--- src/hw/rtl/tbst_pkg.sv ---
// shared constants, codes and control structs for the track block speed trap
`default_nettype none
package tbst_pkg;

  // time and arithmetic widths
  localparam int TIME_BITS  = 32;
  localparam int NOW_BITS   = 32;
  localparam int LEN_BITS   = 16;
  localparam int BLOCK_BITS = 8;
  localparam int LOCO_BITS  = 16;
  localparam int SPEED_BITS = 16;
  localparam int SCALE      = 1000;
  localparam int SCALE_BITS = 10;
  localparam int NUM_BITS   = LEN_BITS + SCALE_BITS;
  localparam int CNT_BITS   = $clog2(NUM_BITS);

  // stream and config port widths
  localparam int IN_FIELD_BITS  = LOCO_BITS + 2 + NOW_BITS;
  localparam int IN_TDATA_BITS  = ((IN_FIELD_BITS + 7) / 8) * 8;
  localparam int OUT_FIELD_BITS = BLOCK_BITS + LOCO_BITS + SPEED_BITS + 1;
  localparam int OUT_TDATA_BITS = ((OUT_FIELD_BITS + 7) / 8) * 8;
  localparam int CFG_IDX_BITS   = 1;
  localparam int CFG_DATA_BITS  = LEN_BITS;

  // operation codes carried in tuser
  localparam logic OP_ARM  = 1'b0;
  localparam logic OP_TICK = 1'b1;

  // register indexes
  localparam logic [CFG_IDX_BITS-1:0] REG_LENGTH = 1'b0;
  localparam logic [CFG_IDX_BITS-1:0] REG_BLOCK  = 1'b1;

  // register reset values
  localparam logic [LEN_BITS-1:0]   LENGTH_RESET = LEN_BITS'(1000);
  localparam logic [BLOCK_BITS-1:0] BLOCK_RESET  = '0;

  // commands from the controller to the datapath
  typedef struct packed {
    logic accept;
    logic set_entry;
    logic start_div;
    logic load_out;
    logic last;
    logic update_levels;
  } cmd_t;

  // status from the datapath to the controller
  typedef struct packed {
    logic op_tick;
    logic armed;
    logic rise_one;
    logic fall_one;
    logic rise_two;
    logic fall_two;
    logic div_done;
    logic out_free;
  } stat_t;

endpackage
`default_nettype wire

--- src/hw/rtl/track_block_speed_trap.sv ---
// top level of the two-gate speed trap for one track block
// usage:
//   s_* carries input beats: tuser is the op (0 arm, 1 sample tick), tdata
//   holds the locomotive number, both sensor levels and the millisecond time.
//   m_* carries report beats; tlast marks the final report of an input beat.
//   cfg_* writes register 0 (block length in mm) or 1 (block number); it is
//   always ready and meant to be used while the block is idle.
// timing:
//   an arm beat, or a tick while disarmed, is done when it is taken; an armed
//   tick without a report steps through the one, two and done states. each
//   report runs the bit-serial divider, one quotient bit per cycle over 26
//   bits, and then waits in the emit state for a free output register.
//   s_tready is high only between beats, one input beat is worked on at a
//   time.
// reset:
//   rst (synchronous) disarms, clears entry time, locomotive and levels, and
//   restores the block length to 1000 mm and the block number to 0.
// stall:
//   a report sits in the output register until taken; while m_tready is low a
//   following report waits for the register, and no input beat is accepted
//   until the tick that gives it has finished.
`default_nettype none
module track_block_speed_trap (
  input  wire logic                                clk,
  input  wire logic                                rst,
  // cfg_index: 0 block_length_mm, 1 block_number
  input  wire logic                                cfg_valid,
  output logic                                     cfg_ready,
  input  wire logic [tbst_pkg::CFG_IDX_BITS-1:0]   cfg_index,
  input  wire logic [tbst_pkg::CFG_DATA_BITS-1:0]  cfg_data,
  input  wire logic                                s_tvalid,
  output logic                                     s_tready,
  // s_tdata: loco_number[15:0], sensor_one[16], sensor_two[17], now_ms[49:18]
  input  wire logic [tbst_pkg::IN_TDATA_BITS-1:0]  s_tdata,
  // s_tuser: op[0]
  input  wire logic                                s_tuser,
  output logic                                     m_tvalid,
  input  wire logic                                m_tready,
  // m_tdata: report_block[7:0], report_loco[23:8], speed_mm_per_s[39:24],
  //          saturated[40]
  output logic [tbst_pkg::OUT_TDATA_BITS-1:0]      m_tdata,
  output logic                                     m_tlast
);
  import tbst_pkg::*;

  cmd_t  cmd;
  stat_t stat;

  assign cfg_ready = 1'b1;

  // controller
  tbst_ctrl u_ctrl (
    .clk      (clk),
    .rst      (rst),
    .s_tvalid (s_tvalid),
    .s_tready (s_tready),
    .stat     (stat),
    .cmd      (cmd)
  );

  // datapath
  tbst_dp u_dp (
    .clk       (clk),
    .rst       (rst),
    .cfg_valid (cfg_valid),
    .cfg_index (cfg_index),
    .cfg_data  (cfg_data),
    .s_tdata   (s_tdata),
    .s_tuser   (s_tuser),
    .m_tvalid  (m_tvalid),
    .m_tready  (m_tready),
    .m_tdata   (m_tdata),
    .m_tlast   (m_tlast),
    .cmd       (cmd),
    .stat      (stat)
  );

endmodule
`default_nettype wire

--- src/hw/rtl/tbst_div.sv ---
// restoring divider, one quotient bit per cycle
`default_nettype none
module tbst_div (
  input  wire logic                          clk,
  input  wire logic                          rst,
  input  wire logic                          start,
  input  wire logic [tbst_pkg::NUM_BITS-1:0]  dividend,
  input  wire logic [tbst_pkg::TIME_BITS-1:0] divisor,
  output logic                               busy,
  output logic                               done,
  output logic [tbst_pkg::NUM_BITS-1:0]       quotient
);
  import tbst_pkg::*;

  logic [NUM_BITS-1:0]  quo;
  logic [TIME_BITS-1:0] rem;
  logic [TIME_BITS-1:0] dsr;
  logic [CNT_BITS-1:0]  count;
  logic [TIME_BITS:0]   trial;
  logic [TIME_BITS:0]   diff;
  logic                 take;

  // trial subtract of the shifted remainder
  assign trial = {rem, quo[NUM_BITS-1]};
  assign diff  = trial - {1'b0, dsr};
  assign take  = trial >= {1'b0, dsr};

  // control: busy flag, step count, done pulse
  always_ff @(posedge clk) begin
    if (rst) begin
      busy  <= 1'b0;
      done  <= 1'b0;
      count <= '0;
    end else begin
      done <= 1'b0;
      if (start) begin
        busy  <= 1'b1;
        count <= '0;
      end else if (busy) begin
        count <= count + 1'b1;
        if (count == CNT_BITS'(NUM_BITS - 1)) begin
          busy <= 1'b0;
          done <= 1'b1;
        end
      end
    end
  end

  // datapath: remainder and quotient shift register
  always_ff @(posedge clk) begin
    if (start) begin
      quo <= dividend;
      rem <= '0;
      dsr <= divisor;
    end else if (busy) begin
      quo <= {quo[NUM_BITS-2:0], take};
      rem <= take ? diff[TIME_BITS-1:0] : trial[TIME_BITS-1:0];
    end
  end

  assign quotient = quo;

  // a new division never starts on top of a running one
  a_no_restart: assert property (@(posedge clk) disable iff (rst) start |-> !busy)
    else $error("divider restarted while busy");

  // done follows the final step of a run
  a_done_after_busy: assert property (@(posedge clk) disable iff (rst)
    done |-> $past(busy) && !busy)
    else $error("divider done without a run");

endmodule
`default_nettype wire

--- src/hw/rtl/tbst_ctrl.sv ---
// sequencing controller: sensor one, sensor two, divide and report
`default_nettype none
module tbst_ctrl (
  input  wire logic            clk,
  input  wire logic            rst,
  input  wire logic            s_tvalid,
  output logic                 s_tready,
  input  wire tbst_pkg::stat_t stat,
  output tbst_pkg::cmd_t       cmd
);
  import tbst_pkg::*;

  localparam logic [2:0] ST_IDLE = 3'd0;
  localparam logic [2:0] ST_ONE  = 3'd1;
  localparam logic [2:0] ST_DIV  = 3'd2;
  localparam logic [2:0] ST_EMIT = 3'd3;
  localparam logic [2:0] ST_TWO  = 3'd4;
  localparam logic [2:0] ST_DONE = 3'd5;

  logic [2:0] state;
  logic [2:0] state_next;
  logic       which_two;
  logic       which_two_next;

  // state register
  always_ff @(posedge clk) begin
    if (rst) begin
      state     <= ST_IDLE;
      which_two <= 1'b0;
    end else begin
      state     <= state_next;
      which_two <= which_two_next;
    end
  end

  assign s_tready = (state == ST_IDLE);

  // next state and commands
  always_comb begin
    state_next     = state;
    which_two_next = which_two;
    cmd            = '0;
    case (state)
      ST_IDLE: begin
        if (s_tvalid) begin
          cmd.accept = 1'b1;
          if (stat.op_tick && stat.armed) begin
            state_next = ST_ONE;
          end
        end
      end
      ST_ONE: begin
        cmd.set_entry = stat.rise_one;
        if (stat.fall_one) begin
          cmd.start_div  = 1'b1;
          which_two_next = 1'b0;
          state_next     = ST_DIV;
        end else begin
          state_next = ST_TWO;
        end
      end
      ST_DIV: begin
        if (stat.div_done) begin
          state_next = ST_EMIT;
        end
      end
      ST_EMIT: begin
        if (stat.out_free) begin
          cmd.load_out = 1'b1;
          cmd.last     = which_two || !stat.fall_two;
          state_next   = which_two ? ST_DONE : ST_TWO;
        end
      end
      ST_TWO: begin
        cmd.set_entry = stat.rise_two;
        if (stat.fall_two) begin
          cmd.start_div  = 1'b1;
          which_two_next = 1'b1;
          state_next     = ST_DIV;
        end else begin
          state_next = ST_DONE;
        end
      end
      ST_DONE: begin
        cmd.update_levels = 1'b1;
        state_next        = ST_IDLE;
      end
      default: begin
        state_next = ST_IDLE;
      end
    endcase
  end

  // a report never goes out before its division has finished
  a_emit_after_div: assert property (@(posedge clk) disable iff (rst)
    (state == ST_EMIT) && $past(state) != ST_EMIT |-> $past(state) == ST_DIV)
    else $error("emit entered without division");

  // levels update only at the end of a sample tick
  a_levels_at_end: assert property (@(posedge clk) disable iff (rst)
    cmd.update_levels |=> state == ST_IDLE)
    else $error("level update outside tick end");

endmodule
`default_nettype wire

--- src/hw/rtl/tbst_dp.sv ---
// datapath: config, trap state, sample capture, divider and output register
`default_nettype none
module tbst_dp (
  input  wire logic                                clk,
  input  wire logic                                rst,
  input  wire logic                                cfg_valid,
  input  wire logic [tbst_pkg::CFG_IDX_BITS-1:0]   cfg_index,
  input  wire logic [tbst_pkg::CFG_DATA_BITS-1:0]  cfg_data,
  input  wire logic [tbst_pkg::IN_TDATA_BITS-1:0]  s_tdata,
  input  wire logic                                s_tuser,
  output logic                                     m_tvalid,
  input  wire logic                                m_tready,
  output logic [tbst_pkg::OUT_TDATA_BITS-1:0]      m_tdata,
  output logic                                     m_tlast,
  input  wire tbst_pkg::cmd_t                      cmd,
  output tbst_pkg::stat_t                          stat
);
  import tbst_pkg::*;

  // configuration registers
  logic [LEN_BITS-1:0]   cfg_length;
  logic [BLOCK_BITS-1:0] cfg_block;

  // trap state
  logic                 armed;
  logic [TIME_BITS-1:0] entry_time;
  logic [LOCO_BITS-1:0] armed_loco;
  logic                 last_level_one;
  logic                 last_level_two;

  // captured sample
  logic                 smp_one;
  logic                 smp_two;
  logic [TIME_BITS-1:0] smp_now;

  // input field slices
  logic [LOCO_BITS-1:0] in_loco;
  logic                 in_one;
  logic                 in_two;
  logic [NOW_BITS-1:0]  in_now;

  // division
  logic [TIME_BITS-1:0] elapsed;
  logic                 elapsed_zero;
  logic [NUM_BITS-1:0]  numer;
  logic                 div_busy;
  logic                 div_done;
  logic [NUM_BITS-1:0]  quotient;
  logic                 sat;
  logic [SPEED_BITS-1:0] speed;

  // output register
  logic [BLOCK_BITS-1:0] out_block;
  logic [LOCO_BITS-1:0]  out_loco;
  logic [SPEED_BITS-1:0] out_speed;
  logic                  out_sat;
  logic                  out_last;
  logic                  out_free;

  assign in_loco = s_tdata[LOCO_BITS-1:0];
  assign in_one  = s_tdata[LOCO_BITS];
  assign in_two  = s_tdata[LOCO_BITS+1];
  assign in_now  = s_tdata[LOCO_BITS+2 +: NOW_BITS];

  // config writes, always ready
  always_ff @(posedge clk) begin
    if (rst) begin
      cfg_length <= LENGTH_RESET;
      cfg_block  <= BLOCK_RESET;
    end else if (cfg_valid) begin
      case (cfg_index)
        REG_LENGTH: cfg_length <= cfg_data;
        REG_BLOCK:  cfg_block  <= cfg_data[BLOCK_BITS-1:0];
        default:    ;
      endcase
    end
  end

  // trap state: arm, entry time, disarm on report, level update
  always_ff @(posedge clk) begin
    if (rst) begin
      armed          <= 1'b0;
      entry_time     <= '0;
      armed_loco     <= '0;
      last_level_one <= 1'b0;
      last_level_two <= 1'b0;
    end else begin
      if (cmd.accept && s_tuser == OP_ARM) begin
        armed      <= 1'b1;
        armed_loco <= in_loco;
      end else if (cmd.load_out) begin
        armed <= 1'b0;
      end
      if (cmd.set_entry) begin
        entry_time <= smp_now;
      end
      if (cmd.update_levels) begin
        last_level_one <= smp_one;
        last_level_two <= smp_two;
      end
    end
  end

  // sample capture
  always_ff @(posedge clk) begin
    if (cmd.accept) begin
      smp_one <= in_one;
      smp_two <= in_two;
      smp_now <= TIME_BITS'(in_now);
    end
  end

  // elapsed time and numerator for the divider
  assign elapsed = smp_now - entry_time;
  assign numer   = NUM_BITS'(cfg_length) * NUM_BITS'(SCALE);

  always_ff @(posedge clk) begin
    if (cmd.start_div) begin
      elapsed_zero <= (elapsed == '0);
    end
  end

  tbst_div u_div (
    .clk      (clk),
    .rst      (rst),
    .start    (cmd.start_div),
    .dividend (numer),
    .divisor  (elapsed),
    .busy     (div_busy),
    .done     (div_done),
    .quotient (quotient)
  );

  // saturate on zero time or a quotient above the speed range
  assign sat   = elapsed_zero || (|quotient[NUM_BITS-1:SPEED_BITS]);
  assign speed = sat ? '1 : quotient[SPEED_BITS-1:0];

  // output register, freed when the beat is taken
  assign out_free = !m_tvalid || m_tready;

  always_ff @(posedge clk) begin
    if (rst) begin
      m_tvalid <= 1'b0;
    end else if (cmd.load_out) begin
      m_tvalid <= 1'b1;
    end else if (m_tready) begin
      m_tvalid <= 1'b0;
    end
  end

  always_ff @(posedge clk) begin
    if (cmd.load_out) begin
      out_block <= cfg_block;
      out_loco  <= armed_loco;
      out_speed <= speed;
      out_sat   <= sat;
      out_last  <= cmd.last;
    end
  end

  assign m_tdata = OUT_TDATA_BITS'({out_sat, out_speed, out_loco, out_block});
  assign m_tlast = out_last;

  // status to the controller
  always_comb begin
    stat          = '0;
    stat.op_tick  = (s_tuser == OP_TICK);
    stat.armed    = armed;
    stat.rise_one = smp_one && !last_level_one;
    stat.fall_one = !smp_one && last_level_one;
    stat.rise_two = smp_two && !last_level_two;
    stat.fall_two = !smp_two && last_level_two;
    stat.div_done = div_done;
    stat.out_free = out_free;
  end

  // a report never overwrites a beat still waiting
  a_no_overwrite: assert property (@(posedge clk) disable iff (rst)
    cmd.load_out |-> out_free)
    else $error("output beat overwritten");

  // a report always leaves the trap disarmed
  a_disarm: assert property (@(posedge clk) disable iff (rst)
    cmd.load_out |=> !armed)
    else $error("trap still armed after report");

endmodule
`default_nettype wire
--- config.mk ---
export PLATFORM = sky130hd
export DESIGN_NAME = track_block_speed_trap
export DESIGN_NICKNAME = d
export VERILOG_FILES = /design/src/hw/rtl/tbst_pkg.sv /design/src/hw/rtl/track_block_speed_trap.sv /design/src/hw/rtl/tbst_div.sv /design/src/hw/rtl/tbst_ctrl.sv /design/src/hw/rtl/tbst_dp.sv
export SDC_FILE = /design/constraint.sdc
export NUM_CORES = 1
export LEC_CHECK = 0
export BUFFER_PORTS_ARGS = -buffer_cell sky130_fd_sc_hd__buf_4
export CELL_PAD_IN_SITES_DETAIL_PLACEMENT = 1
export CELL_PAD_IN_SITES_GLOBAL_PLACEMENT = 2
export CORE_ASPECT_RATIO = 1.5
export CORE_UTILIZATION = 42
export DETAILED_ROUTE_END_ITERATION = 7
export PLACE_DENSITY_LB_ADDON = 0.1
export SLEW_MARGIN = 20
export SYNTH_ARGS = -nofsm -noshare
export SYNTH_HDL_FRONTEND = slang
export SYNTH_SLANG_ARGS = --single-unit
export TNS_END_PERCENT = 10
--- constraint.sdc ---
create_clock -name clk -period 8.8 [get_ports clk]
set_clock_uncertainty 0.2 [all_clocks]
set_input_delay 0.44 -clock clk [delete_from_list [all_inputs] [get_ports clk]]
set_output_delay 0.44 -clock clk [all_outputs]
set_load 0.005 [all_outputs]
==> results.txt <==
Worst Hold Slack = 0.03805 ns
initial antenna violation count = 0
Fin. Hold Viols = 0
post-CTS sizing = 0
RR Endpoint = u_dp.u_div.quotient[25]
Primary FF master, synth = edfxtp_1
Final min period = 5.517 ns
CTS tree = yes
Yosys top cell area share = 25.94%
Worst-path clk slew = 0.06 ns
Clk Latency, worst-skew pair = 0.57 ns
crit path DAT = 5.60 ns
setup TNS = 0 ns
MaxCap Viol Count = 0
gr usage total = 20.93%
drt drc = 0
largest cells by area after synthesis = edfxtp_1, dfxtp_1, ha_1, fa_1, a21oi_1
CTS Sinks = 254
I/O Pins = 131
Cell variety after synth = 77
hold crit path type = in2reg
mapped cell area = 15280 sq um
CTS max path bufs = 3
fin. max-slew vios = 0
Setup crit end kind = flip-flop
Initial Utilization = 42.64%
Core ar. = 35840 sq um
first-pass GRT wire length = 62020 microns
Most Frequent Cell on Critical Path = fa_1
# setup viols final = 0
Post-DP HPWL = 28120 microns
Async SR Flop Fraction = 0%
final worst path period share = 62.69%
initial DRC count = 414
worst slew pin tran = 1.029 ns
Area Growth Syn to Fin = 18.90%
RD Place Congestion = 0.8444
Die Y-Extent = 235.6 microns
critical path's largest stage delay = 0.58 ns
Root Driver = clkbuf_16
DIE AREA = 37170 sq um
EDFF count, synth = 132
nets = 1993
drt first pass iters = 4
crit-path cells = inv_1 > fa_1 > fa_1 > fa_1 > fa_1 > inv_1 > ha_1 > nand3_1 > a2bb2oi_1 > a21o_1 > o21ai_0 > a211o_1 > a21oi_1 > nand2_1 > a31oi_1 > xnor2_1 > o21ai_0
Pwr Density = 209.7 nW/um^2
post-route ant nets = 0
cell count of the worst reg-to-reg path = 17
sequential fraction of the synthesis area = 41.92%
WHS Endpoint = u_dp.cfg_block[6]
Worst Path Max Fanout = 5
Wirelength per Cell = 16.96 microns
HP Start = cfg_valid
ant diodes = 0
CTS buffer count = 27
unrepaired setup endpoints after global routing = false
grt total ovfl = 0
Die W = 157.8 microns
cell row count = 85
Avg Inst Size Synth = 9.691 sq um
placed instance area = 16570 sq um
Fmax = 0.1813 GHz
worst r2r src = u_dp.cfg_length[1]
Syn Inst Count = 1577
Via density = 5.226
via count = 11700
IO Port Bufs = 116
share of layout cells above drive strength 1 = 11.53%
R2R Setup Slk = 3.28 ns
leakage = 0.007398 uW
Rel. slew slack = 31.37%
dominant cell type by area after synthesis = edfxtp_1
CTS H-tree lvls = 1
overall routed net length = 37970 microns
#FFs+latches synth = 254
Setup crit start kind = flip-flop
Post-CTS Setup Repair Bufs = 0
largest net degree at the start of global routing = 84
CP Data Required Time = 8.89 ns
vias in the first global route = 12440
CP max-delay cell = fa_1
final total power = 3811 uW
maximum VDD drop = 164.2 uV
count leader, synth = inv_1
Post-synth top cells = inv_1, a21oi_1, nand2_1
YS warnings = 0
Setup Crit Path Kind = reg2reg
Finished Cell Area = 18170 sq um
status = completed
hold path cells = 3
[kinds of logic (layout without fill, tap and decap cells)]
group,after synthesis,count (layout),share of synthesized area (%)
flip-flops,254,254,41.92
AND/OR/NAND/NOR,430,430,13.36
AO/OA/AOI/OAI,378,378,15.26
multiplexers,39,39,2.562
adder cells (fa/ha/maj),174,174,17.00
XOR/XNOR,69,69,3.954
other,2,8,0.04914
buffers and inverters,231,409,5.902
[metal layers]
layer	vias to the layer above	track usage [%]	part of all wire, %
met5	-	0	0
met4	0	5.443	1.9
met3	45	2.522	3.1
met2	157	38.53	52
met1	5702	25.23	43
li1	5797	-	-
[sequential cells by signal, indices dropped and copies added, names as in the netlist, 3 cells and up]
register / count
u_dp.cfg_block: 8
u_dp.smp_now: 32
u_dp.u_div.quotient: 26
u_ctrl.state: 3
u_dp.cfg_length: 16
u_dp.u_div.dsr: 32
u_dp.u_div.rem: 32
u_dp.entry_time: 32
u_dp.out_loco: 16
u_dp.u_div.count: 5
u_dp.out_block: 8
u_dp.armed_loco: 16
u_dp.out_speed: 16
[cell usage in the layout, fill, tap and decap left out, types with 49 or more instances in the layout]
master	count
a21oi_1	145
buf_4	123
dfxtp_1	121
dlygate4sd3_1	69
edfxtp_1	132
fa_1	56
ha_1	118
inv_1	165
nand2_1	134
nand3_1	49
nor2_1	111
o21ai_0	60
[per-stage QoR]
step / util, % / setup WS, ns / std cells
finish: 50.70 / 3.283 / 2239
global route: 50.70 / 2.947 / 2239
CTS: 50.70 / 3.209 / 2239
detailed placement: 46.24 / 3.225 / 2120
global placement: 46.23 / 3.317 / 2120
floorplan: - / 3.944 / 1583
[critical path: cells and delay by family (launching register included)]
kind                       cells  cell delay, ns
AOI/OAI and AO/OA              7            1.61
xor gates and xnor gates       1            0.18
adders and majority gates      5            2.38
buffers and inverters          2            0.21
DFF                            1            0.47
and+or+nand+nor                2            0.20
[final cells by class]
type	count	area [sq um]
fill	4066	17670
multi-input combinational	1098	8018
sequential	254	6407
timing repair buffer	192	1614
clock buffer	35	755.7
inverter	167	626.9
tap	478	598.1
clock inverter	15	152.6
[report_power, final]
| part | total, uW | switching, uW | internal, uW |
|---|---|---|---|
| Clock | 1160 | 496 | 669 |
| Sequential | 1370 | 51.3 | 1320 |
| Combinational | 1280 | 718 | 562 |
[what timing repair did]
action / in CTS / in global routing
hold endpoints to repair: 75 / 0
hold buffers: 69 / 0
endpoints found under the setup margin: 0 / 0
[how the worst max path moves through the flow]
stage / startpoint / end / slack [ns] / cells after the start
global placement: u_dp.cfg_length[0] / u_dp.u_div.quotient[25] / 3.32 / 17
CTS: u_dp.cfg_length[1] / u_dp.u_div.quotient[25] / 3.21 / 17
finish: u_dp.cfg_length[1] / u_dp.u_div.quotient[25] / 3.28 / 17
detailed placement: u_dp.cfg_length[1] / u_dp.u_div.quotient[25] / 3.23 / 17
floorplan: u_dp.cfg_length[5] / u_dp.u_div.quotient[20] / 3.94 / 15
global route: u_dp.cfg_length[1] / u_dp.u_div.quotient[25] / 2.95 / 17
(Power assumes the default switching activity.)
